==> config.mk <==
export PLATFORM = sky130hd
export DESIGN_NAME = websocket_frame_unmasker_flat
export DESIGN_NICKNAME = d
export VERILOG_FILES = /design/src/rtl/wfu_pkg.sv /design/src/rtl/wfu_stream_if.sv /design/src/rtl/wfu_parser.sv /design/src/rtl/wfu_queue.sv /design/src/rtl/wfu_output.sv /design/src/rtl/websocket_frame_unmasker.sv /design/src/flat_wrapper.sv
export SDC_FILE = /design/constraint.sdc
export NUM_CORES = 1
export LEC_CHECK = 0
export ABC_AREA = 1
export BUFFER_PORTS_ARGS = -buffer_cell sky130_fd_sc_hd__buf_2
export CORE_MARGIN = 1
export CORE_UTILIZATION = 25
export CTS_BUF_LIST = sky130_fd_sc_hd__clkbuf_8 sky130_fd_sc_hd__clkbuf_16
export DETAILED_ROUTE_END_ITERATION = 6
export SYNTH_ARGS = -nofsm -noshare
export SYNTH_HDL_FRONTEND = slang
export SYNTH_HIERARCHICAL = 1
export SYNTH_SLANG_ARGS = --single-unit
==> constraint.sdc <==
create_clock -name clk -period 8.6 [get_ports clk]
set_clock_uncertainty 0.15 [all_clocks]
set_input_delay 0.86 -clock clk [delete_from_list [all_inputs] [get_ports clk]]
set_output_delay 0.86 -clock clk [all_outputs]
set_load 0.05 [all_outputs]
==> src/rtl/wfu_pkg.sv <==
package wfu_pkg;

	// length codes carried in the low seven bits of the second header byte
	localparam logic [6:0] LEN_CODE_MASK = 7'h7F;
	localparam logic [6:0] LEN_CODE_EXT16 = 7'd126;
	localparam logic [6:0] LEN_CODE_EXT64 = 7'd127;

	// header byte counts
	localparam logic [3:0] EXT16_BYTES = 4'd2;
	localparam logic [3:0] EXT64_BYTES = 4'd8;
	localparam logic [3:0] KEY_BYTES = 4'd4;

	// entries in the queue between parser and output stage
	localparam int QUEUE_DEPTH = 4;

endpackage

==> src/rtl/wfu_stream_if.sv <==
interface wfu_byte_if;
	logic valid;
	logic ready;
	logic [7:0] in_byte;

	modport source (output valid, output in_byte, input ready);
	modport sink (input valid, input in_byte, output ready);
endinterface

interface wfu_frame_if #(parameter int LEN_WIDTH = 31);
	logic valid;
	logic ready;
	logic [7:0] payload_byte;
	logic last_byte;
	logic [LEN_WIDTH-1:0] frame_length;
	logic length_error;

	modport source (output valid, output payload_byte, output last_byte,
		output frame_length, output length_error, input ready);
	modport sink (input valid, input payload_byte, input last_byte,
		input frame_length, input length_error, output ready);
endinterface

==> src/rtl/wfu_parser.sv <==
module wfu_parser #(
	parameter int LEN_WIDTH = 31
) (
	input  logic                  clk,
	input  logic                  arst_n,
	wfu_byte_if.sink              stream,
	output logic                  q_valid,
	input  logic                  q_ready,
	output logic [LEN_WIDTH+17:0] q_data
);
	import wfu_pkg::*;

	typedef enum logic [2:0] {HDR0, HDR1, EXT, KEY, DATA} phase_t;

	phase_t               phase_q;
	logic [3:0]           hcount_q;
	logic                 ext_long_q;
	logic [LEN_WIDTH-1:0] decl_q;
	logic [31:0]          key_q;
	logic [LEN_WIDTH-1:0] done_q;
	logic                 too_long_q;

	logic                 accept;
	logic [6:0]           code;
	logic [3:0]           hcount_next;
	logic                 ext_done;
	logic [LEN_WIDTH-1:0] done_next;
	logic                 last;
	logic [7:0]           key_byte;

	assign code        = stream.in_byte[6:0] & LEN_CODE_MASK;
	assign hcount_next = hcount_q + 4'd1;
	assign ext_done    = hcount_next == (ext_long_q ? EXT64_BYTES : EXT16_BYTES);
	assign done_next   = done_q + 1'b1;
	assign last        = done_next >= decl_q;
	assign key_byte    = key_q[8*done_q[1:0] +: 8];

	// header bytes never wait on the queue
	assign stream.ready = (phase_q != DATA) || q_ready;
	assign q_valid      = stream.valid && (phase_q == DATA);
	assign q_data       = {too_long_q, decl_q, last, key_byte, stream.in_byte};
	assign accept       = stream.valid && stream.ready;

	always_ff @(posedge clk or negedge arst_n) begin
		if (!arst_n) begin
			phase_q    <= HDR0;
			hcount_q   <= '0;
			ext_long_q <= 1'b0;
			decl_q     <= '0;
			key_q      <= '0;
			done_q     <= '0;
			too_long_q <= 1'b0;
		end else if (accept) begin
			unique case (phase_q)
				HDR0: begin
					hcount_q <= '0;
					phase_q  <= HDR1;
				end
				HDR1: begin
					decl_q     <= '0;
					too_long_q <= 1'b0;
					key_q      <= '0;
					done_q     <= '0;
					hcount_q   <= '0;
					if (code == LEN_CODE_EXT16) begin
						ext_long_q <= 1'b0;
						phase_q    <= EXT;
					end else if (code == LEN_CODE_EXT64) begin
						ext_long_q <= 1'b1;
						phase_q    <= EXT;
					end else begin
						decl_q  <= LEN_WIDTH'(code);
						phase_q <= KEY;
					end
				end
				EXT: begin
					// big-endian shift in, saturating once the top byte is in use
					if (!too_long_q) begin
						if (|decl_q[LEN_WIDTH-1:LEN_WIDTH-8]) begin
							too_long_q <= 1'b1;
							decl_q     <= '1;
						end else begin
							decl_q <= {decl_q[LEN_WIDTH-9:0], stream.in_byte};
						end
					end
					hcount_q <= hcount_next;
					if (ext_done) begin
						hcount_q <= '0;
						phase_q  <= KEY;
					end
				end
				KEY: begin
					key_q[8*hcount_q[1:0] +: 8] <= stream.in_byte;
					hcount_q <= hcount_next;
					if (hcount_next == KEY_BYTES) begin
						hcount_q <= '0;
						done_q   <= '0;
						phase_q  <= (decl_q == '0) ? HDR0 : DATA;
					end
				end
				DATA: begin
					done_q <= done_next;
					if (last) begin
						phase_q  <= HDR0;
						hcount_q <= '0;
					end
				end
				default: begin
					hcount_q <= '0;
					phase_q  <= HDR1;
				end
			endcase
		end
	end

endmodule

==> src/rtl/wfu_queue.sv <==
module wfu_queue #(
	parameter int WIDTH = 49,
	parameter int DEPTH = 4
) (
	input  logic             clk,
	input  logic             arst_n,
	input  logic             push_valid,
	output logic             push_ready,
	input  logic [WIDTH-1:0] push_data,
	output logic             pop_valid,
	input  logic             pop_ready,
	output logic [WIDTH-1:0] pop_data
);
	localparam int PW = (DEPTH > 1) ? $clog2(DEPTH) : 1;
	localparam int CW = $clog2(DEPTH + 1);
	localparam logic [PW-1:0] LAST_PTR = PW'(DEPTH - 1);
	localparam logic [CW-1:0] FULL_CNT = CW'(DEPTH);

	logic [WIDTH-1:0] slot_q [DEPTH];
	logic [PW-1:0]    wr_ptr_q;
	logic [PW-1:0]    rd_ptr_q;
	logic [CW-1:0]    count_q;
	logic             push;
	logic             pop;

	assign push_ready = count_q != FULL_CNT;
	assign pop_valid  = count_q != '0;
	assign pop_data   = slot_q[rd_ptr_q];
	assign push       = push_valid && push_ready;
	assign pop        = pop_valid && pop_ready;

	always_ff @(posedge clk) begin
		if (push) begin
			slot_q[wr_ptr_q] <= push_data;
		end
	end

	always_ff @(posedge clk or negedge arst_n) begin
		if (!arst_n) begin
			wr_ptr_q <= '0;
			rd_ptr_q <= '0;
			count_q  <= '0;
		end else begin
			if (push) begin
				wr_ptr_q <= (wr_ptr_q == LAST_PTR) ? '0 : wr_ptr_q + 1'b1;
			end
			if (pop) begin
				rd_ptr_q <= (rd_ptr_q == LAST_PTR) ? '0 : rd_ptr_q + 1'b1;
			end
			if (push && !pop) begin
				count_q <= count_q + 1'b1;
			end else if (pop && !push) begin
				count_q <= count_q - 1'b1;
			end
		end
	end

endmodule

==> src/rtl/wfu_output.sv <==
module wfu_output #(
	parameter int LEN_WIDTH = 31
) (
	input  logic                  clk,
	input  logic                  arst_n,
	input  logic                  q_valid,
	output logic                  q_ready,
	input  logic [LEN_WIDTH+17:0] q_data,
	wfu_frame_if.source           frames
);
	logic                 out_valid_q;
	logic [7:0]           payload_q;
	logic                 last_q;
	logic [LEN_WIDTH-1:0] length_q;
	logic                 error_q;
	logic                 load;

	assign q_ready = !out_valid_q || frames.ready;
	assign load    = q_valid && q_ready;

	always_ff @(posedge clk or negedge arst_n) begin
		if (!arst_n) begin
			out_valid_q <= 1'b0;
		end else if (q_ready) begin
			out_valid_q <= q_valid;
		end
	end

	// unmask: raw byte xor selected key byte
	always_ff @(posedge clk) begin
		if (load) begin
			payload_q <= q_data[7:0] ^ q_data[15:8];
			last_q    <= q_data[16];
			length_q  <= q_data[LEN_WIDTH+16:17];
			error_q   <= q_data[LEN_WIDTH+17];
		end
	end

	assign frames.valid        = out_valid_q;
	assign frames.payload_byte = payload_q;
	assign frames.last_byte    = last_q;
	assign frames.frame_length = length_q;
	assign frames.length_error = error_q;

endmodule

==> src/rtl/websocket_frame_unmasker.sv <==
// WebSocket frame unmasker. Takes the framed byte stream on stream and returns
// each payload byte xored with its mask key byte on frames, marking the last
// byte of each frame and carrying the frame length (big-endian extended
// lengths, saturated at 2^LEN_WIDTH-1 with length_error set). Header and key
// bytes give no output; zero-length frames give none at all. The block takes
// one byte per cycle: header bytes are always taken, payload bytes are taken
// while the four-entry queue ahead of the output register has room, so a
// stalled output only holds the input back once that queue has filled.
// An accepted payload byte passes through the queue and the output register.
module websocket_frame_unmasker #(
	parameter int LEN_WIDTH = 31
) (
	input  logic        clk,
	input  logic        arst_n,
	wfu_byte_if.sink    stream,
	wfu_frame_if.source frames
);
	import wfu_pkg::*;

	localparam int ITEM_W = LEN_WIDTH + 18;

	logic              push_valid;
	logic              push_ready;
	logic [ITEM_W-1:0] push_data;
	logic              pop_valid;
	logic              pop_ready;
	logic [ITEM_W-1:0] pop_data;

	wfu_parser #(.LEN_WIDTH(LEN_WIDTH)) u_parser (
		.clk     (clk),
		.arst_n  (arst_n),
		.stream  (stream),
		.q_valid (push_valid),
		.q_ready (push_ready),
		.q_data  (push_data)
	);

	wfu_queue #(.WIDTH(ITEM_W), .DEPTH(QUEUE_DEPTH)) u_queue (
		.clk        (clk),
		.arst_n     (arst_n),
		.push_valid (push_valid),
		.push_ready (push_ready),
		.push_data  (push_data),
		.pop_valid  (pop_valid),
		.pop_ready  (pop_ready),
		.pop_data   (pop_data)
	);

	wfu_output #(.LEN_WIDTH(LEN_WIDTH)) u_output (
		.clk     (clk),
		.arst_n  (arst_n),
		.q_valid (pop_valid),
		.q_ready (pop_ready),
		.q_data  (pop_data),
		.frames  (frames)
	);

endmodule

==> src/flat_wrapper.sv <==
// flat-port wrapper written by rule: the top's interface ports become plain ports
module websocket_frame_unmasker_flat import wfu_pkg::*;
#(
	parameter int LEN_WIDTH = 31
)
  (clk, arst_n, stream_valid, stream_in_byte, stream_ready, frames_valid, frames_payload_byte, frames_last_byte, frames_frame_length, frames_length_error, frames_ready);
  wfu_byte_if stream_i ();
  wfu_frame_if #(.LEN_WIDTH(LEN_WIDTH)) frames_i ();
  input  logic clk;
  input  logic arst_n;
  input wire logic [$bits(stream_i.valid)-1:0] stream_valid;
  input wire logic [$bits(stream_i.in_byte)-1:0] stream_in_byte;
  output wire logic [$bits(stream_i.ready)-1:0] stream_ready;
  output wire logic [$bits(frames_i.valid)-1:0] frames_valid;
  output wire logic [$bits(frames_i.payload_byte)-1:0] frames_payload_byte;
  output wire logic [$bits(frames_i.last_byte)-1:0] frames_last_byte;
  output wire logic [$bits(frames_i.frame_length)-1:0] frames_frame_length;
  output wire logic [$bits(frames_i.length_error)-1:0] frames_length_error;
  input wire logic [$bits(frames_i.ready)-1:0] frames_ready;
  assign stream_i.valid = stream_valid;
  assign stream_i.in_byte = stream_in_byte;
  assign stream_ready = stream_i.ready;
  assign frames_valid = frames_i.valid;
  assign frames_payload_byte = frames_i.payload_byte;
  assign frames_last_byte = frames_i.last_byte;
  assign frames_frame_length = frames_i.frame_length;
  assign frames_length_error = frames_i.length_error;
  assign frames_i.ready = frames_ready;
  websocket_frame_unmasker #(.LEN_WIDTH(LEN_WIDTH)) u_core (.clk(clk), .arst_n(arst_n), .stream(stream_i), .frames(frames_i));
endmodule
## Word-level counts from Yosys, hierarchy flattened

Memory sizes are Yosys's and may differ from the RTL's.
Cells that the tools add are included.

| word-level totals | value |
|---|---|
| register bits after elaboration | 152 |
| memory bits (writable) | 196 |
| input port bits | 12 |
| output and inout port bits | 43 |
| word-level logic and storage cells | 102 |
| memories kept | 1 |

Memories:

| memory | words | bits a word | read ports | clocked after Yosys merged registers in | wr ports | line | source |
|---|---|---|---|---|---|---|---|
| u_core.u_queue.slot_q | 4 | 49 | 1 | 0 | 1 | wfu_queue.sv:19 | `logic [WIDTH-1:0] slot_q [DEPTH];` |

| cells by class | value |
|---|---|
| add/sub/neg operators | 7 |
| order comparisons | 1 |
| equal/unequal tests | 16 |
| shifts and indexed selects | 3 |
| muxes and demuxes | 32 |
| bitwise operators | 1 |
| reduce and logical (&&, ||, !) cells | 26 |

Operator list:

| kind | count |
|---|---|
| two-way mux 31 bit | 3 |
| case mux 31 bit (3 select lines) | 1 |
| case mux 32 bit (2 select lines) | 1 |
| case mux 31 bit (2 select lines) | 1 |
| negation 5 -> 34 bit | 1 |
| variable shift 8 x 34 -> 32 bit, first input constant | 1 |
| variable part select 8 x 34 -> 32 bit | 1 |
| bitwise mux 32 bit | 1 |
| variable part select 32 x 6 -> 8 bit | 1 |
| adder 31 x 1 -> 31 bit, second input constant | 1 |
| >= comparator 31 bit | 1 |
| logical NOT 31 bit | 1 |
| two-way mux 3 bit | 6 |
| two-way mux 4 bit | 4 |
| == test 7 bit, second input constant | 2 |
| two-way mux 7 bit | 2 |
| case mux 3 bit (4 select lines) | 1 |
| case mux 4 bit (3 select lines) | 1 |
| AND reduction 3 bit | 3 |
| two-way mux 1 bit | 8 |
| inequality test 2 bit, second input constant | 4 |
| nonzero test 2 bit | 4 |
| OR reduction 8 bit | 1 |
| bitwise XOR 8 bit | 1 |
| other kinds (19) | 35 |

## Logic depth before layout (Yosys ltp)

| logic depth | value |
|---|---|
| word-level depth | 7 |
| gate-level depth with buffers | 22 |
| mapped depth without buffers | 22 |

## Cells and area by module

The synthesis kept the hierarchy.

Modules (own cells, without submodules):

| module | times used | cells each | area each (µm²) | sequential area each (µm²) |
|---|---|---|---|---|
| wfu_queue | 1 | 631 | 8529.4 | 6060.8 |
| wfu_parser | 1 | 896 | 6950.4 | 2577.5 |
| wfu_output | 1 | 79 | 1396.3 | 1256.2 |

## Least setup slack after synthesis

Ideal clock, no wire load.

| timing path | value |
|---|---|
| path kind | input to register |
| start | input stream_valid |
| end | memory u_core.u_queue.slot_q[0][0] (enable) |
| library setup time | 456 ps |
| data arrival time | 3269 ps |
| required time | 7994 ps |
| slack | 4725 ps |
| stages | 4 |
| buffers on the path | 0 |
| cells stage by stage | inv_1 -> nor2_1 -> nand2_1 -> nor2_1 |

| on the way | value |
|---|---|
| word-level cells in the longest chain between the ends | 4 |

Ends and longest elaborated chain:

| what | line | source |
|---|---|---|
| from (decl) | flat_wrapper.sv:11 | `input wire logic [$bits(stream_i.valid)-1:0] stream_valid;` |
| logical AND 1 bit | wfu_parser.sv:40 | `assign q_valid = stream.valid && (phase_q == DATA);` |
| via u_core.push_valid | websocket_frame_unmasker.sv:22 | `logic push_valid;` |
| logical AND 1 bit | wfu_queue.sv:29 | `assign push = push_valid && push_ready;` |
| two-way mux 1 bit | wfu_queue.sv:33 | `if (push) begin` |
| two-way mux 1 bit (implied by the code) | wfu_queue.sv:34 | `slot_q[wr_ptr_q] <= push_data;` |
| to (decl) | wfu_queue.sv:19 |  |

The timed path passes the listed nets, and every way through them passes these cells.

## Worst setup path after layout

| timing path | value |
|---|---|
| start | register u_core.u_parser.done_q[0] |
| end | register u_core.u_parser.hcount_q[0] |

| on the way | value |
|---|---|
| word-level cells in the longest chain between the ends | 4 |

Ends and longest elaborated chain:

| what | line | source |
|---|---|---|
| from (decl) | wfu_parser.sv:20 | `logic [LEN_WIDTH-1:0] done_q;` |
| from (signal assigned) | wfu_parser.sv:102 | `done_q <= done_next;` |
| adder 31 x 1 -> 31 bit | wfu_parser.sv:34 | `assign done_next = done_q + 1'b1;` |
| >= comparator 31 bit | wfu_parser.sv:35 | `assign last = done_next >= decl_q;` |
| inequality test 2 bit (no source line) | n/a |  |
| AND reduction 2 bit (no source line) | n/a |  |
| to (signal assigned) | wfu_parser.sv:86 | `hcount_q <= hcount_next;` |
| to (signal assigned) | wfu_parser.sv:94 | `hcount_q <= hcount_next;` |
| to (decl) | wfu_parser.sv:16 | `logic [3:0] hcount_q;` |

Every way passes these cells.
A chain may end at the register's enable or synchronous reset.

==> results.cfg <==
[die]
core_um2 = 66200
die-area_um2 = 68500
start_util_pct = 25.5
io-pin-count = 55
placementRows = 94
die_y_um = 262
die_width_um = 262

[drt]
drtPass1Iterations = 5
vias = 11300
wl_mm = 38.4
routed_via_density = 4.45
wl_per_cell_um = 15.1
drt.antenna.violating_nets = 0
drc = 0
drtIter0Drc = 735

[global_route]
grt_pass1_wl_mm = 61.2
grt-busiest-layer = met2
grt_usage_pct = 11.3
grt_max_degree = 175
first_global_vias = 11200
antenna_found_initial = 2
met1_usage_pct = 14.4
grt_use_met3_pct = 1.80
globalRouteOverflowTotal = 0
gr-usage-met2_pct = 19.3

[synth]
syn_inst = 1606
synth-seq-cells = 348
yosysWarnings = 6
synth-main-ff-cell = edfxtp_1
post_synth.cell_area_avg_um2 = 10.5
syn_nets = 1663
yosysSeqAreaShare_pct = 58.6
yosysUniqueCellTypes = 49
synth_edf_count = 237
async_flop_share_pct = 31.9
syn_area_um2 = 16900

[layout]
layout_common_cells = 401 x nand2_1, 259 x inv_1, 237 x edfxtp_1
finalNetCount = 1699
fillers = 6816
final_common_cell = nand2_1
area_delta_synth_final_pct = 12.7
seq_area_um2 = 9900
drive_above_1_share_pct = 14.6
multiInputGateArea_um2 = 5460
post-route-util_pct = 28.7

[sta]
finalHoldViolCount = 0
worstMarginPinSlew_ps = 890
min_period_ps = 4010
setup_viol_count_final = 0
post-route-period-util_pct = 46.6
max_freq_mhz = 250
relSlewSlack_pct = 40.7
rsz0062_at_grt = no
slew_violations = 0
setup_ws_ps = 4590
fin_setup_tns_ps = 0

[clock_tree]
cts_post_setup_buffers_inserted = 0
cts_tree = built
ctsLongestPathBuffers = 3
clk_latency_ps = 530
postCtsHoldBufs = 0
cts_resized = 0
cts_buffers = 36
cts_root_buffer = clkbuf_16
clkTransAtPathRegs_ps = 60
cts.sinks = 348
htree_levels = 2

[pwr]
ir_drop_v = 0.000169
cellPowerDensity_nw_per_um2 = 324
cellLeakagePower_uw = 0.00793

[place]
dpl.hpwl_mm = 25.7
preCtsSetupSlack_ps = 4670
port_buffers = 54
gp_congestion = 0.923

[status]
status = finished, final reports clean

[worst_setup_path]
cp-startpoint = u_core/u_parser/done_q[0]$_DFFE_PN0P_
arrival_ps = 4260
worstPathMaxFanout = 16
start_kind = register
path_class = register to register
r2r_start = u_core/u_parser/done_q[0]$_DFFE_PN0P_
endpoint_kind = register
critPathRequiredTime_ps = 8860

[job]
max-cap-violations = 0

[worst_hold_path]
hold_class = primary input to async pin
[flip-flops by register name (all words and copies together), names as in the netlist]
name / count
u_core/u_output/frames.last_byte: 1
u_core/u_output/frames.payload_byte: 8
u_core/u_queue/rd_ptr_q: 2
u_core/u_parser/too_long_q: 1
u_core/u_output/frames.frame_length: 31
u_core/u_queue/count_q: 3
u_core/u_queue/slot_q: 196
u_core/u_parser/ext_long_q: 1
u_core/u_parser/decl_q: 31
u_core/u_output/frames.valid: 1
u_core/u_parser/hcount_q: 4
u_core/u_parser/phase_q: 3
u_core/u_queue/wr_ptr_q: 2
u_core/u_parser/done_q: 31
u_core/u_output/frames.length_error: 1
u_core/u_parser/key_q: 32
[path summary, 6_finish.rpt]
path | end | slack, ps | cells after the start
hold / removal | u_core/u_parser/key_q[14]$_DFFE_PN0P_ | 250 | 1
hold reg to reg | u_core/u_parser/key_q[15]$_DFFE_PN0P_ | 330 | 2
max in group asynchronous | u_core/u_queue/rd_ptr_q[0]$_DFFE_PN0P_ | 6690 | 2
setup / recovery | u_core/u_parser/hcount_q[0]$_DFFE_PN0P_ | 4590 | 17
min in group clk | u_core/u_parser/key_q[15]$_DFFE_PN0P_ | 330 | 2
setup reg to reg | u_core/u_parser/hcount_q[0]$_DFFE_PN0P_ | 4590 | 17
[worst max-delay path: stages, from the launching register on]
cell	delay [ps]
dfrtp_1	690
ha_1	330
inv_1	80
nor3_1	460
nand4_1	180
or2_2	310
nand2_1	60
inv_1	40
ha_1	290
nand2_1	60
nor2_1	160
nand4_1	140
nor3_1	170
nand2_1	90
nand3_1	280
nand2_1	200
nand2_1	90
o21ai_0	90
[cell type report]
class | count | share of cell area [%]
Timing Repair Buffer | 65 | 1.93
Antenna cell | 1 | 0.0132
Multi-Input combinational cell | 925 | 28.7
Tap cell | 864 | 5.68
Clock buffer | 40 | 5.14
Inverter | 266 | 5.33
Clock inverter | 26 | 1.14
Sequential cell | 348 | 52.0
[report_power, final]
group	switching (µW)	leakage (µW)	internal [µW]
logic	1540	0.00373	571
clock network	650	0.000601	912
registers	250	0.00360	2240
total	2440	0.00793	3720
[cell families (layout without fill, tap and decap cells)]
group / Yosys count / in the layout / share of synthesized area (%)
other: 0 / 1 / 0
AO/OA/AOI/OAI: 251 / 251 / 12.3
XOR/XNOR: 17 / 17 / 0.882
buffers and inverters: 333 / 397 / 9.25
flip-flops: 348 / 348 / 58.6
AND/OR/NAND/NOR: 612 / 612 / 15.5
adder cells (fa/ha/maj): 45 / 45 / 3.38
[synth_stat cells, types with 2 or more instances]
master    count  area share [%]
nand2_1     401             8.9
inv_1       253             5.6
edfxtp_1    237              42
dfrtp_1     111              16
nor2_1       87             1.9
o211ai_2     50             3.7
o211ai_1     49             2.2
ha_1         44             3.3
nand4_1      43             1.6
nand3_1      42             1.2
o21ai_0      41             1.2
buf_6        27             1.8
a21oi_1      19            0.56
a22oi_2      19             1.4
buf_2        17            0.50
buf_4        15            0.67
xor2_1       15            0.78
o31ai_1      14            0.62
nor3_1       13            0.39
o21ai_1      13            0.39
o22ai_1      13            0.48
a22oi_1      11            0.49
o21ai_2       9            0.47
clkbuf_1      7            0.16
inv_2         7            0.16
nor2_4        5            0.33
inv_4         4            0.15
nand2_2       4            0.15
nor4_1        4            0.15
o21a_1        4            0.18
o22ai_2       4            0.30
and2_1        2           0.074
nor2_2        2           0.074
nor2_8        2            0.24
nor3_4        2            0.19
or2_2         2           0.074
xnor2_1       2            0.10
[layer usage]
metal,routed length [µm],part of all wire [%]
met2,18900,49
met4,1020,2.7
met1,17000,44
met5,9,0.023
met3,1360,3.6
[stage by stage]
step	cells	hold WS, ps	total power (µW)	area [µm²]
2_1_floorplan	1606	296	4200	16900
3_3_place_gp	2468	311	4590	17800
3_5_place_dp	2468	320	4660	17800
4_1_cts	2534	279	6240	19000
5_1_grt	2535	309	6530	19000
6_report	2535	250	6160	19000
Note: power is estimated with default switching activity, not from simulation.
